### src/rtl/core/stack_asm_tokenizer_unit_assert.svh
// Assertion macros shared by the tokenizer RTL.
// Included by the modules that check their own control logic; no other dependencies.
`ifndef STACK_ASM_TOKENIZER_UNIT_ASSERT_SVH
`define STACK_ASM_TOKENIZER_UNIT_ASSERT_SVH

// Same-cycle implication, disabled during reset.
`define SATOK_ASSERT_NOW(lbl, clk_s, rst_s, ante, cons) \
  lbl: assert property (@(posedge clk_s) disable iff (rst_s) (ante) |-> (cons)) \
    else $error("tokenizer assertion violated");

// Next-cycle implication, disabled during reset.
`define SATOK_ASSERT_NEXT(lbl, clk_s, rst_s, ante, cons) \
  lbl: assert property (@(posedge clk_s) disable iff (rst_s) (ante) |=> (cons)) \
    else $error("tokenizer assertion violated");

`endif

### src/rtl/core/satok_pkg.sv
// Shared types, constants and the keyword table of the tokenizer.
// No dependencies; imported by every tokenizer module.
package satok_pkg;

  localparam int MAX_LEXEME_DEF  = 24;
  localparam int OFFSET_BITS_DEF = 20;
  localparam int LINE_BITS_DEF   = 16;

  // fixed field widths of a result
  localparam int TYPE_W = 5;
  localparam int LEN_W  = 5;
  localparam int ERR_W  = 2;

  localparam int KW_CHARS   = 5;   // longest keyword
  localparam int KW_COUNT   = 23;
  localparam int OUTQ_DEPTH = 4;

  typedef enum logic [7:0] {
    MODE_IDLE       = 8'b0000_0001,
    MODE_INT        = 8'b0000_0010,
    MODE_FLOAT      = 8'b0000_0100,
    MODE_WORD       = 8'b0000_1000,
    MODE_CHAR_OPEN  = 8'b0001_0000,
    MODE_CHAR_CLOSE = 8'b0010_0000,
    MODE_COMMENT    = 8'b0100_0000,
    MODE_ERROR      = 8'b1000_0000
  } mode_t;

  localparam logic [TYPE_W-1:0] KIND_NONE    = 5'd0;
  localparam logic [TYPE_W-1:0] KIND_INT     = 5'd22;
  localparam logic [TYPE_W-1:0] KIND_REAL    = 5'd23;
  localparam logic [TYPE_W-1:0] KIND_LITERAL = 5'd24;
  localparam logic [TYPE_W-1:0] KIND_DEF     = 5'd26;
  localparam logic [TYPE_W-1:0] KIND_REF     = 5'd27;

  localparam logic [ERR_W-1:0] ERR_NONE     = 2'd0;
  localparam logic [ERR_W-1:0] ERR_UNTERM   = 2'd1;
  localparam logic [ERR_W-1:0] ERR_TOO_LONG = 2'd2;

  localparam logic [7:0] CH_NL    = 8'h0A;
  localparam logic [7:0] CH_HASH  = 8'h23;
  localparam logic [7:0] CH_QUOTE = 8'h27;
  localparam logic [7:0] CH_DOT   = 8'h2E;
  localparam logic [7:0] CH_COLON = 8'h3A;

  typedef logic [KW_CHARS-1:0][7:0] prefix_t;

  typedef struct packed {
    logic              hit;
    logic [TYPE_W-1:0] code;
  } kw_hit_t;

  // output queue write request: second implies first
  typedef struct packed {
    logic first;
    logic second;
  } push_t;

  // keyword text, first character in the top byte, zero padded
  localparam logic [KW_CHARS*8-1:0] KW_TEXT [KW_COUNT] = '{
    {"nop", 16'h0}, {"push", 8'h0}, {"pop", 16'h0}, {"add", 16'h0},
    {"sub", 16'h0}, {"mul", 16'h0}, {"div", 16'h0}, {"mod", 16'h0},
    {"dup", 16'h0}, {"swap", 8'h0}, {"dup2", 8'h0}, "swap2",
    {"cmpe", 8'h0}, "cmpne", {"cmpg", 8'h0}, {"cmpl", 8'h0},
    "cmple", "cmpge", {"jmp", 16'h0}, {"jz", 24'h0},
    {"jnz", 16'h0}, "print", {"halt", 8'h0}
  };

  localparam logic [TYPE_W-1:0] KW_CODE [KW_COUNT] = '{
    5'd0, 5'd1, 5'd2, 5'd3, 5'd4, 5'd5, 5'd6, 5'd7,
    5'd8, 5'd9, 5'd10, 5'd11, 5'd12, 5'd13, 5'd14, 5'd15,
    5'd16, 5'd17, 5'd18, 5'd19, 5'd20, 5'd21, 5'd25
  };

  function automatic logic is_digit(input logic [7:0] c);
    return (c >= 8'h30) && (c <= 8'h39);
  endfunction

  function automatic logic is_alpha(input logic [7:0] c);
    return ((c >= 8'h61) && (c <= 8'h7A)) || ((c >= 8'h41) && (c <= 8'h5A));
  endfunction

  // Parallel match of the word prefix against all keywords.
  // len is the word length when fits is set; bytes past len are masked off.
  function automatic kw_hit_t kw_lookup(input prefix_t p, input logic [2:0] len,
                                        input logic fits);
    logic [KW_CHARS*8-1:0] key;
    kw_hit_t               r;
    key = '0;
    r   = '0;
    for (int j = 0; j < KW_CHARS; j++) begin
      if (3'(j) < len) key[(KW_CHARS-1-j)*8 +: 8] = p[j];
    end
    for (int i = 0; i < KW_COUNT; i++) begin
      if (fits && (key == KW_TEXT[i])) begin
        r.hit  = 1'b1;
        r.code = KW_CODE[i];
      end
    end
    return r;
  endfunction

endpackage

### src/rtl/core/satok_scan.sv
// Scanner: lexer state registers and the one-byte step logic.
// Depends on satok_pkg and the assertion macro header.
`include "stack_asm_tokenizer_unit_assert.svh"

module satok_scan
  import satok_pkg::*;
#(
  parameter int MAX_LEXEME  = MAX_LEXEME_DEF,
  parameter int OFFSET_BITS = OFFSET_BITS_DEF,
  parameter int LINE_BITS   = LINE_BITS_DEF,
  localparam int RES_W = TYPE_W + LINE_BITS + OFFSET_BITS + LEN_W + ERR_W + 1
) (
  input  logic             clk,
  input  logic             rst,
  input  logic             step,   // byte transaction accepted
  input  logic [7:0]       ch,
  input  logic             eos,
  output push_t            push,
  output logic [RES_W-1:0] res0,
  output logic [RES_W-1:0] res1
);

  localparam int WLEN_W = $clog2(MAX_LEXEME + 1);

  mode_t                   mode, mode_mid, mode_next;
  logic [LINE_BITS-1:0]    line_count, line_mid, line_next, line_inc;
  logic [OFFSET_BITS-1:0]  byte_offset, offset_next;
  logic [OFFSET_BITS-1:0]  token_begin, tbeg_mid;
  logic [WLEN_W-1:0]       word_length, wlen_mid;
  prefix_t                 word_prefix, prefix_mid;

  logic                    grow, to_float, rescan, old_fits, mid_fits;
  kw_hit_t                 kw_old, kw_mid;

  logic                    a_v, b_v;
  logic [TYPE_W-1:0]       a_type, b_type;
  logic [OFFSET_BITS-1:0]  a_start, b_start;
  logic [WLEN_W-1:0]       a_len, b_len;
  logic [ERR_W-1:0]        a_err, b_err;
  logic [RES_W-1:0]        pack_a, pack_b;

  function automatic logic [RES_W-1:0] pack_res(
    input logic [TYPE_W-1:0] t, input logic [LINE_BITS-1:0] ln,
    input logic [OFFSET_BITS-1:0] st, input logic [WLEN_W-1:0] len,
    input logic [ERR_W-1:0] e, input logic last);
    return {last, e, LEN_W'(len), st, ln, t};
  endfunction

  assign line_inc = (line_count == '1) ? line_count : line_count + LINE_BITS'(1);
  assign old_fits = word_length <= WLEN_W'(KW_CHARS);
  assign kw_old   = kw_lookup(word_prefix, word_length[2:0], old_fits);
  assign mid_fits = wlen_mid <= WLEN_W'(KW_CHARS);
  assign kw_mid   = kw_lookup(prefix_mid, wlen_mid[2:0], mid_fits);

  // scan the byte in the current mode
  always_comb begin
    mode_mid   = mode;
    line_mid   = line_count;
    tbeg_mid   = token_begin;
    wlen_mid   = word_length;
    prefix_mid = word_prefix;
    grow       = 1'b0;
    to_float   = 1'b0;
    rescan     = 1'b0;
    a_v        = 1'b0;
    a_type     = KIND_NONE;
    a_start    = token_begin;
    a_len      = word_length;
    a_err      = ERR_NONE;

    unique case (mode)
      MODE_INT: begin
        if (is_digit(ch)) begin
          grow = 1'b1;
        end else if (ch == CH_DOT) begin
          grow     = 1'b1;
          to_float = 1'b1;
        end else begin
          a_v    = 1'b1;
          a_type = KIND_INT;
          rescan = 1'b1;
        end
      end
      MODE_FLOAT: begin
        if (is_digit(ch)) begin
          grow = 1'b1;
        end else begin
          a_v    = 1'b1;
          a_type = KIND_REAL;
          rescan = 1'b1;
        end
      end
      MODE_WORD: begin
        if (is_digit(ch) || is_alpha(ch)) begin
          grow = 1'b1;
        end else if (!kw_old.hit && (ch == CH_COLON)) begin
          a_v      = 1'b1;
          a_type   = KIND_DEF;
          mode_mid = MODE_IDLE;
        end else begin
          a_v    = 1'b1;
          a_type = kw_old.hit ? kw_old.code : KIND_REF;
          rescan = 1'b1;
        end
      end
      MODE_CHAR_OPEN: begin
        a_v      = 1'b1;
        a_type   = KIND_LITERAL;
        a_start  = token_begin + OFFSET_BITS'(1);
        a_len    = WLEN_W'(1);
        mode_mid = MODE_CHAR_CLOSE;
      end
      MODE_CHAR_CLOSE: begin
        if (ch == CH_QUOTE) begin
          mode_mid = MODE_IDLE;
        end else begin
          a_v      = 1'b1;
          a_len    = '0;
          a_err    = ERR_UNTERM;
          mode_mid = MODE_ERROR;
        end
      end
      MODE_COMMENT: begin
        if (ch == CH_NL) begin
          line_mid = line_inc;
          mode_mid = MODE_IDLE;
        end
      end
      MODE_IDLE:  rescan = 1'b1;
      MODE_ERROR: ;
      default:    ;
    endcase

    if (grow) begin
      if (word_length >= WLEN_W'(MAX_LEXEME)) begin
        a_v      = 1'b1;
        a_type   = KIND_NONE;
        a_len    = '0;
        a_err    = ERR_TOO_LONG;
        mode_mid = MODE_ERROR;
      end else begin
        if (word_length < WLEN_W'(KW_CHARS)) prefix_mid[word_length[2:0]] = ch;
        wlen_mid = word_length + WLEN_W'(1);
        if (to_float) mode_mid = MODE_FLOAT;
      end
    end

    // byte ends a token or arrives idle: it may start a new lexeme
    if (rescan) begin
      mode_mid = MODE_IDLE;
      tbeg_mid = byte_offset;
      if (ch == CH_NL) begin
        line_mid = line_inc;
      end else if (is_digit(ch)) begin
        mode_mid = MODE_INT;
        wlen_mid = WLEN_W'(1);
      end else if (is_alpha(ch)) begin
        mode_mid      = MODE_WORD;
        prefix_mid[0] = ch;
        wlen_mid      = WLEN_W'(1);
      end else if (ch == CH_QUOTE) begin
        mode_mid = MODE_CHAR_OPEN;
      end else if (ch == CH_HASH) begin
        mode_mid = MODE_COMMENT;
      end
    end
  end

  // end-of-source flush
  always_comb begin
    b_v         = 1'b0;
    b_type      = KIND_NONE;
    b_start     = tbeg_mid;
    b_len       = wlen_mid;
    b_err       = ERR_NONE;
    mode_next   = mode_mid;
    line_next   = line_mid;
    offset_next = byte_offset + OFFSET_BITS'(1);
    if (eos && (mode_mid != MODE_ERROR)) begin
      mode_next   = MODE_IDLE;
      line_next   = LINE_BITS'(1);
      offset_next = '0;
      unique case (mode_mid) inside
        MODE_INT: begin
          b_v    = 1'b1;
          b_type = KIND_INT;
        end
        MODE_FLOAT: begin
          b_v    = 1'b1;
          b_type = KIND_REAL;
        end
        MODE_WORD: begin
          b_v    = 1'b1;
          b_type = kw_mid.hit ? kw_mid.code : KIND_REF;
        end
        MODE_CHAR_OPEN, MODE_CHAR_CLOSE: begin
          b_v       = 1'b1;
          b_len     = '0;
          b_err     = ERR_UNTERM;
          mode_next = MODE_ERROR;
        end
        default: ;
      endcase
    end
  end

  assign pack_a = pack_res(a_type, line_count, a_start, a_len, a_err, !b_v);
  assign pack_b = pack_res(b_type, line_mid, b_start, b_len, b_err, 1'b1);

  assign push.first  = step && (a_v || b_v);
  assign push.second = step && a_v && b_v;
  assign res0        = a_v ? pack_a : pack_b;
  assign res1        = pack_b;

  always_ff @(posedge clk) begin
    if (rst) begin
      mode        <= MODE_IDLE;
      line_count  <= LINE_BITS'(1);
      byte_offset <= '0;
      token_begin <= '0;
      word_length <= '0;
    end else if (step) begin
      mode        <= mode_next;
      line_count  <= line_next;
      byte_offset <= offset_next;
      token_begin <= tbeg_mid;
      word_length <= wlen_mid;
    end
  end

  always_ff @(posedge clk) begin
    if (step) word_prefix <= prefix_mid;
  end

  `SATOK_ASSERT_NEXT(a_error_sticky, clk, rst, mode == MODE_ERROR, mode == MODE_ERROR)
  `SATOK_ASSERT_NOW(a_error_silent, clk, rst, mode == MODE_ERROR, !push.first)

endmodule

### src/rtl/core/satok_out_fifo.sv
// Result queue between the scanner and the output stream; takes up to two results per
// cycle and hands out one while take is high. Depends on satok_pkg and the assertion macro header.
`include "stack_asm_tokenizer_unit_assert.svh"

module satok_out_fifo
  import satok_pkg::*;
#(
  parameter int WIDTH = 49
) (
  input  logic             clk,
  input  logic             rst,
  input  push_t            push,
  input  logic [WIDTH-1:0] din0,
  input  logic [WIDTH-1:0] din1,
  output logic             room,    // at least two free entries
  output logic             valid,
  input  logic             take,
  output logic [WIDTH-1:0] dout
);

  localparam int PTR_W = $clog2(OUTQ_DEPTH);
  localparam int CNT_W = $clog2(OUTQ_DEPTH + 1);

  logic [WIDTH-1:0] q [OUTQ_DEPTH];
  logic [PTR_W-1:0] wr_ptr, rd_ptr;
  logic [CNT_W-1:0] count, count_next;
  logic [CNT_W-1:0] n_in;
  logic             pop;

  assign pop        = valid && take;
  assign n_in       = push.second ? CNT_W'(2) : (push.first ? CNT_W'(1) : '0);
  assign count_next = count + n_in - CNT_W'(pop);
  assign room       = count <= CNT_W'(OUTQ_DEPTH - 2);
  assign valid      = count != '0;
  assign dout       = q[rd_ptr];

  always_ff @(posedge clk) begin
    if (rst) begin
      wr_ptr <= '0;
      rd_ptr <= '0;
      count  <= '0;
    end else begin
      wr_ptr <= wr_ptr + PTR_W'(n_in);
      if (pop) rd_ptr <= rd_ptr + PTR_W'(1);
      count <= count_next;
    end
  end

  always_ff @(posedge clk) begin
    if (push.first)  q[wr_ptr] <= din0;
    if (push.second) q[wr_ptr + PTR_W'(1)] <= din1;
  end

  `SATOK_ASSERT_NOW(a_push_has_room, clk, rst, push.first, count <= CNT_W'(OUTQ_DEPTH - 2))
  `SATOK_ASSERT_NOW(a_second_needs_first, clk, rst, push.second, push.first)
  `SATOK_ASSERT_NEXT(a_count_tracks, clk, rst, push.second && !pop, count == $past(count) + CNT_W'(2))

endmodule

### src/rtl/core/stack_asm_tokenizer_unit.sv
// Tokenizer for a small stack-machine assembly language, top level.
// Depends on satok_pkg, satok_scan and satok_out_fifo.
//
// Source text enters one byte per transaction on the s_ side (s_tlast marks the final byte
// of a text) and tokens leave on the m_ side, one per transaction. Each token carries its
// kind (opcode 0..21, int 22, float 23, char 24, halt 25, label 26, label ref 27), line,
// start offset, length and an error code; m_tlast marks the last token caused by one input
// byte. A byte is scanned in the cycle it is accepted: the scanner state registers and the
// keyword match (a parallel compare against a constant 23-entry table) form a single
// registered pass, so one byte per clock is taken while s_tready is high. Most bytes make
// zero or one token; a byte that both ends a token and closes the text makes two, both
// queued at once. Tokens wait in a 4-entry queue; s_tready drops while fewer than two entries
// are free, so input stalls only when the downstream side holds results back. After an error
// token (unterminated char literal, or a number or word longer than MAX_LEXEME bytes) the
// unit accepts bytes but stays silent until rst. No clearing pass is needed after reset.
// Line numbers saturate; offsets wrap. Line and offset restart after s_tlast.

module stack_asm_tokenizer_unit
  import satok_pkg::*;
#(
  parameter int MAX_LEXEME  = MAX_LEXEME_DEF,
  parameter int OFFSET_BITS = OFFSET_BITS_DEF,
  parameter int LINE_BITS   = LINE_BITS_DEF,
  localparam int OUT_BITS = TYPE_W + LINE_BITS + OFFSET_BITS + LEN_W + ERR_W,
  localparam int OUT_W    = ((OUT_BITS + 7) / 8) * 8
) (
  input  logic             clk,
  input  logic             rst,
  input  logic             s_tvalid,
  output logic             s_tready,
  input  logic [7:0]       s_tdata,   // ch[7:0]
  input  logic             s_tlast,   // end_of_source
  output logic             m_tvalid,
  input  logic             m_tready,
  // token_type, line_number, lexeme_start, lexeme_length, error_code, zero pad on top
  output logic [OUT_W-1:0] m_tdata,
  output logic             m_tlast    // last_of_run
);

  localparam int RES_W = OUT_BITS + 1;   // result plus its last-of-run flag

  logic             step;
  push_t            push;
  logic [RES_W-1:0] res0, res1, head;

  // a byte transaction completes here
  assign step = s_tvalid && s_tready;

  satok_scan #(
    .MAX_LEXEME  (MAX_LEXEME),
    .OFFSET_BITS (OFFSET_BITS),
    .LINE_BITS   (LINE_BITS)
  ) u_scan (
    .clk  (clk),
    .rst  (rst),
    .step (step),
    .ch   (s_tdata),
    .eos  (s_tlast),
    .push (push),
    .res0 (res0),
    .res1 (res1)
  );

  // queue decouples the two sides: ready depends only on its registered fill level
  satok_out_fifo #(
    .WIDTH (RES_W)
  ) u_outq (
    .clk   (clk),
    .rst   (rst),
    .push  (push),
    .din0  (res0),
    .din1  (res1),
    .room  (s_tready),
    .valid (m_tvalid),
    .take  (m_tready),
    .dout  (head)
  );

  assign m_tdata = OUT_W'(head[OUT_BITS-1:0]);
  assign m_tlast = head[OUT_BITS];

endmodule

### config.mk
export PLATFORM = sky130hd
export DESIGN_NAME = stack_asm_tokenizer_unit
export DESIGN_NICKNAME = d
export VERILOG_FILES = /design/src/rtl/core/satok_pkg.sv /design/src/rtl/core/satok_scan.sv /design/src/rtl/core/satok_out_fifo.sv /design/src/rtl/core/stack_asm_tokenizer_unit.sv
export VERILOG_INCLUDE_DIRS = /design/src /design/src/rtl/core
export SDC_FILE = /design/constraint.sdc
export NUM_CORES = 1
export LEC_CHECK = 0
export BUFFER_PORTS_ARGS = -buffer_cell sky130_fd_sc_hd__buf_2
export CORE_ASPECT_RATIO = 1.4
export CORE_MARGIN = 1.5
export CORE_UTILIZATION = 35
export DETAILED_ROUTE_END_ITERATION = 6
export GPL_TIMING_DRIVEN = 1
export HOLD_SLACK_MARGIN = 0.05
export PLACE_DENSITY = 0.6
export RECOVER_POWER = 100
export SYNTH_ARGS = -nofsm -noshare
export SYNTH_HDL_FRONTEND = slang
export SYNTH_SLANG_ARGS = --single-unit
### constraint.sdc
create_clock -name clk -period 8.8 [get_ports clk]
set_clock_uncertainty 0.2 [all_clocks]
set_input_delay 0.44 -clock clk [delete_from_list [all_inputs] [get_ports clk]]
set_output_delay 0.44 -clock clk [all_outputs]
set_load 0.01 [all_outputs]
## Word-level counts from Yosys, hierarchy flattened

Memories as Yosys holds them, arrays and structs flattened. A register that Yosys moved wholly into a read port is not among the register bits.
Index checks and enable logic that the tools add are counted.

| operators by class | value |
|---|---|
| $add $sub $neg | 9 |
| multiplexer cells | 150 |
| reduce and logical (&&, ||, !) cells | 65 |
| magnitude comparators | 23 |
| equality and inequality tests | 65 |

Operators with widths:

| operator | number |
|---|---|
| 40-bit by 39-bit == test with 1-bit output (second input constant) | 46 |
| 6-bit two-way mux | 46 |
| 8-bit two-way mux | 29 |
| 40-bit two-way mux | 3 |
| 5-bit two-way mux | 21 |
| 16-bit two-way mux | 6 |
| 20-bit two-way mux | 3 |
| 1-bit logical AND | 57 |
| 49-bit two-way mux | 1 |
| 8-bit by 6-bit == test with 1-bit output (second input constant) | 6 |
| 20-bit by 1-bit adder with 20-bit output (second input constant) | 2 |
| 40-bit bitwise mux | 1 |
| 8-bit one-hot mux with 4 select lines | 1 |
| 8-bit demux with 3-bit select | 1 |
| 8-bit by 4-bit == test with 1-bit output (second input constant) | 3 |
| 1-bit two-way mux | 24 |
| 5-bit one-hot mux with 4 select lines | 1 |
| 16-bit by 1-bit adder with 16-bit output (second input constant) | 1 |
| 16-bit == test (second input constant) | 1 |
| 8-bit by 2-bit == test with 1-bit output (second input constant) | 2 |
| 8-bit by 3-bit == test with 1-bit output (second input constant) | 2 |
| 8-bit by 5-bit == test with 1-bit output (second input constant) | 2 |
| 8-bit by 7-bit greater-or-equal comparator with 1-bit output (second input constant) | 2 |
| 8-bit by 7-bit less-or-equal comparator with 1-bit output (second input constant) | 2 |
| 32 further kinds | 49 |

| word-level totals | value |
|---|---|
| word-level logic and storage cells | 326 |
| register bits after elaboration | 116 |
| memories | 1 |
| bits of input ports | 13 |
| output and inout port bits | 51 |
| RAM bits | 196 |

Memory list:

| name | words | width | read ports | clocked after memory_dff | wr ports | RTL line | RTL |
|---|---|---|---|---|---|---|---|
| u_outq.q | 4 | 49 | 1 | 1 | 2 | satok_out_fifo.sv:24 | `logic [WIDTH-1:0] q [OUTQ_DEPTH];` |

## Longest topological paths before layout

| logic depth | value |
|---|---|
| depth in word-level cells | 64 |
| mapped depth | 23 |
| gate-level depth less buffers | 19 |

## By module

A second synthesis with hierarchy kept.

| second synthesis, totals | value |
|---|---|
| cells, all modules | 2036 |
| area total of the unflattened synthesis | 20558.5 um2 |

Modules (own cells, without submodules):

| module | cells each | seq. area each (um2) | times used | area an instance (um2) |
|---|---|---|---|---|
| satok_scan | 1512 | 2582.5 | 1 | 10680.2 |
| satok_out_fifo | 523 | 6065.8 | 1 | 9872.0 |
| stack_asm_tokenizer_unit | 1 | 0.0 | 1 | 6.3 |

## Worst setup path after synthesis

OpenSTA, ideal clock, no wires.

| timing path | value |
|---|---|
| path type | flip-flop to flip-flop |
| start | reg u_scan.word_length[1] |
| end | mem u_outq.q[3][0], enable pin |
| required time | 8.174 ns |
| clock period less this slack | 5.593 ns |
| path buffers | 5 |
| cell stages (with the launch flop) | 17 |
| slack | 3.207 ns |
| setup time | 0.426 ns |
| arrival time | 4.966 ns |
| path through | dfxtp_1 > clkbuf_1 > inv_1 > ha_1 > nand2b_1 > clkbuf_1 > nand4_1 > a2111o_1 > a22oi_1 > or4_1 > o311ai_0 > or3_1 > clkbuf_1 > and2_1 > clkbuf_1 > o21ai_0 > clkbuf_1 |

RTL lines:

| item | RTL line | RTL |
|---|---|---|
| start: declaration | satok_scan.sv:29 | `logic [WLEN_W-1:0] word_length, wlen_mid;` |
| start signal: assignment | satok_scan.sv:227 | `word_length <= wlen_mid;` |
| end: declaration | satok_out_fifo.sv:24 |  |

==> summary.md <==
| Metric | Value |
|---|---|
| Reg2Reg Launch Point | `u_scan.mode[1]` |
| Sink Count | `approximately 310` |
| Post-layout util | `between 30 and 40%` |
| DR pass1 iterations | `7` |
| Seq pwr share | `around 44%` |
| Worst setup EP type | `flip-flop` |
| Crit Reg-Reg Endpoint | `u_outq.q[2][1]` |
| Vias per cell | `around 6.1` |
| Wire length of the first global-routing pass | `107000 um` |
| Register-to-Register Path Depth | `13` |
| Largest net degree at the start of global routing | `60` |
| Required @ worst endpoint | `roughly 9 ns` |
| Synthesized cell area | `~19000 sq um` |
| Synth top cells by count | `230 x nor2_1, 228 x edfxtp_1, 203 x nand2_1` |
| Post-DRT Antenna Nets | `0` |
| Setup WS pre-CTS | `around 2.2 ns` |
| Clock share of power | `34.4%` |
| Share of layout cells above drive strength 1 | `between 10 and 15%` |
| Crit Path Class | `flip-flop to flip-flop` |
| Hold path startpoint | `m_tready` |
| Core Region | `~54000 sq um` |
| ANT cells | `0` |
| Die area | `56800 sq um` |
| Sw frac | `32.0%` |
| P per Cell Area | `194 nW/um^2` |
| Clk buf depth | `3` |
| Die Height | `roughly 280 um` |
| CP Max Fanout | `15` |
| Fillers | `5416` |
| Final Slew Violations | `between 200 and 300` |
| Yosys reg bits | `314` |
| CTS hold repair buffers | `0` |
| CTS H-Tree Depth | `2` |
| Area leader, netlist | `edfxtp_1` |
| Psw | `around 1300 uW` |
| Avg WL per Cell | `approximately 26 um` |
| Vias in the first global route | `approximately 17000` |
| Slew headroom | `-116%` |
| Clock-pin slew on the worst setup and hold paths | `0.07 ns` |
| Failing checks | `max-capacitance violations, max-slew violations` |
| CTS resizes | `0` |
| Share of the synthesized area in the top cell type | `35.3%` |
| Rows | `about 100` |
| Synth Warn # | `0` |
| GPL Wtd Cong | `roughly 1` |
| Worst-Skew Late Latency | `roughly 0.55 ns` |
| Total GRT Usage | `24.9%` |
| Hold_ws | `between 0.15 and 0.2 ns` |
| Syn_nets | `between 2000 and 2500` |
| Worst setup SP type | `flip-flop` |
| DP HPWL | `51000 um` |
| Int Pwr | `roughly 2800 uW` |
| Final worst path period need | `7.73 ns` |
| Initial Util | `between 30 and 40%` |
| Outcome | `finished with violations` |
| Final Cycle Share | `between 80% and 90%` |
| Syn avg cell area | `roughly 9.5 sq um` |
| Port buffer count | `63` |
| Combinational share of power | `roughly 22%` |
| Worst min path class | `primary input to flip-flop` |
| Initial antenna violation count | `1` |
| Reg-to-reg slack, setup | `1.07 ns` |
| Root buffer cell | `clkbuf_16` |
| Final setup viols | `0` |
| Hold depth | `4` |
| VDD IR max | `approximately 0.00011 V` |
| DRC | `0` |
| Die width | `between 200 and 250 um` |
| Fin Setup TNS | `0 ns` |
| Synth top area cells | `edfxtp_1 35%, dfxtp_1 8.9%, mux4_2 5.7%` |
| Setup bufs post-CTS | `0` |
| Final Hold Vio Count | `0` |
| Power, Total | `a little over 4000 uW` |
| Max-Cap Viols | `8` |
| DR vias | `about 17000` |
| Cells after Synth | `slightly above 2000` |
| Total grt overflow | `0` |
| Post-Route WL | `between 70000 and 80000 um` |
| Fmax | `approximately 130 MHz` |
| Seq/Total Area, Yosys | `44.2%` |
| Area growth, synth to finish | `10.0%` |
| Top_reg_cell synth | `edfxtp_1` |
| CTS Buf Count | `34` |
| Pleak | `around 0.0066 uW` |
| Critical path arrival | `between 7 and 8 ns` |
| DRT iter0 DRCs | `roughly 1600` |
| Final WS setup | `approximately 1.1 ns` |
| Post-synth ARST share | `0%` |
| Cell with the most instances after synthesis | `nor2_1` |
| RSZ-0062 raised after global routing | `false` |
| Boundary Pins | `64` |
| Least-Margin Pin Slew | `3.24 ns` |
| Nets | `slightly above 2000` |
| Post-synth EDFFs | `228` |
| CTS tree | `built` |
| Unique masters post-synth | `~100` |
## logic make-up (layout without fill, tap and decap cells)
logic type / count (synthesis) / in the layout / share of synthesized area [%]
and+or+nand+nor: 883 / 883 / 23.1
AOI/OAI and AO/OA: 499 / 499 / 17.0
DFF: 314 / 314 / 44.2
buffers and inverters: 170 / 190 / 3.53
muxes: 111 / 111 / 9.13
xor gates and xnor gates: 50 / 50 / 2.26
adders and majority gates: 11 / 11 / 0.749
## power groups by stage
stage / combinational, uW / clock [uW] / sequential [uW]
floorplan: 648 / 0 / 1740
global placement: 918 / 0 / 1820
detailed placement: 917 / 0 / 1820
CTS: 921 / 1450 / 1790
global route: 978 / 1490 / 1810
finish: 910 / 1420 / 1800
## per-layer routing
layer	global-route usage [%]	share of wire, %	vias to the layer above
met1	27.8	37	8248
met5	0	0	-
met3	3.51	6.1	250
met2	44.0	50	796
met4	16.6	7.3	0
li1	-	-	7777
## critical path, cell delays in order (launching register included)
cell and delay (ns):
dfxtp_1 0.44, nor4_1 0.59, nand2_1 0.56, a21oi_1 0.91, o21ai_0 1.04, mux2i_1 0.83
inv_1 0.25, or4_1 0.52, or4_1 0.53, o2111ai_1 0.13, nor4_1 0.09, o41ai_1 0.88
and3b_2 0.34, o21ai_0 0.11
## per-stage QoR
| stage | cells | cell area, sq um |
|---|---|---|
| global placement | 2716 | 20400 |
| finish | 2779 | 21300 |
| global route | 2779 | 21300 |
| CTS | 2778 | 21500 |
| detailed placement | 2716 | 20400 |
| floorplan | 2038 | 19400 |
## state kept, by name, summed over array words and instances, names as in the netlist, named ones only
register	flops
u_scan.line_count	16
u_scan.byte_offset	20
u_scan.token_begin	20
u_scan.word_length	5
u_scan.word_prefix	40
u_outq.wr_ptr	2
u_outq.count	3
u_scan.mode	8
u_outq.rd_ptr	2
u_outq.q	196
## cell usage in the layout, fill, tap and decap left out, types with 11 or more instances in the layout
cell type,instances
buf_4,23
nor3_1,55
xnor2_1,28
and3_1,30
nor4b_1,14
nand3_1,81
or3_1,16
a31oi_1,23
or4_1,12
mux4_2,49
mux2_2,18
and2_0,15
o31ai_1,13
nor4_1,34
nand2_1,203
nand4_1,45
buf_2,13
o21ai_0,103
a21oi_1,105
nor2_1,230
mux2i_1,40
clkbuf_16,36
edfxtp_1,228
inv_1,27
nand2b_1,20
a211oi_1,29
and2_1,24
clkbuf_1,67
xor2_1,22
dfxtp_1,84
nor2b_1,33
o22ai_1,88
or2_2,11
## layout make-up
type | instances | area (sq um) | area share, %
clock buffers | 47 | 982 | 4.61
inverters | 29 | 110 | 0.517
repair buffers | 99 | 508 | 2.38
flip-flops and latches | 314 | 8570 | 40.2
clock inverters | 15 | 108 | 0.505
well taps | 721 | 902 | 4.23
multi-input cells | 1554 | 10100 | 47.5
## how the worst max path moves through the flow
stage / startpoint / end / slack [ns] / cells past startpoint
floorplan: u_scan.word_length[1] / u_outq.q[3][0] / 3.21 / 16
global route: u_scan.mode[1] / u_outq.q[2][1] / 0.86 / 13
CTS: u_scan.word_length[0] / u_outq.q[2][3] / 2.30 / 12
finish: u_scan.mode[1] / u_outq.q[2][1] / 1.07 / 13
detailed placement: s_tdata[5] / u_outq.q[2][39] / 2.16 / 13
global placement: s_tdata[5] / u_outq.q[2][1] / 2.31 / 14
Power figures use the tool's default switching activity.
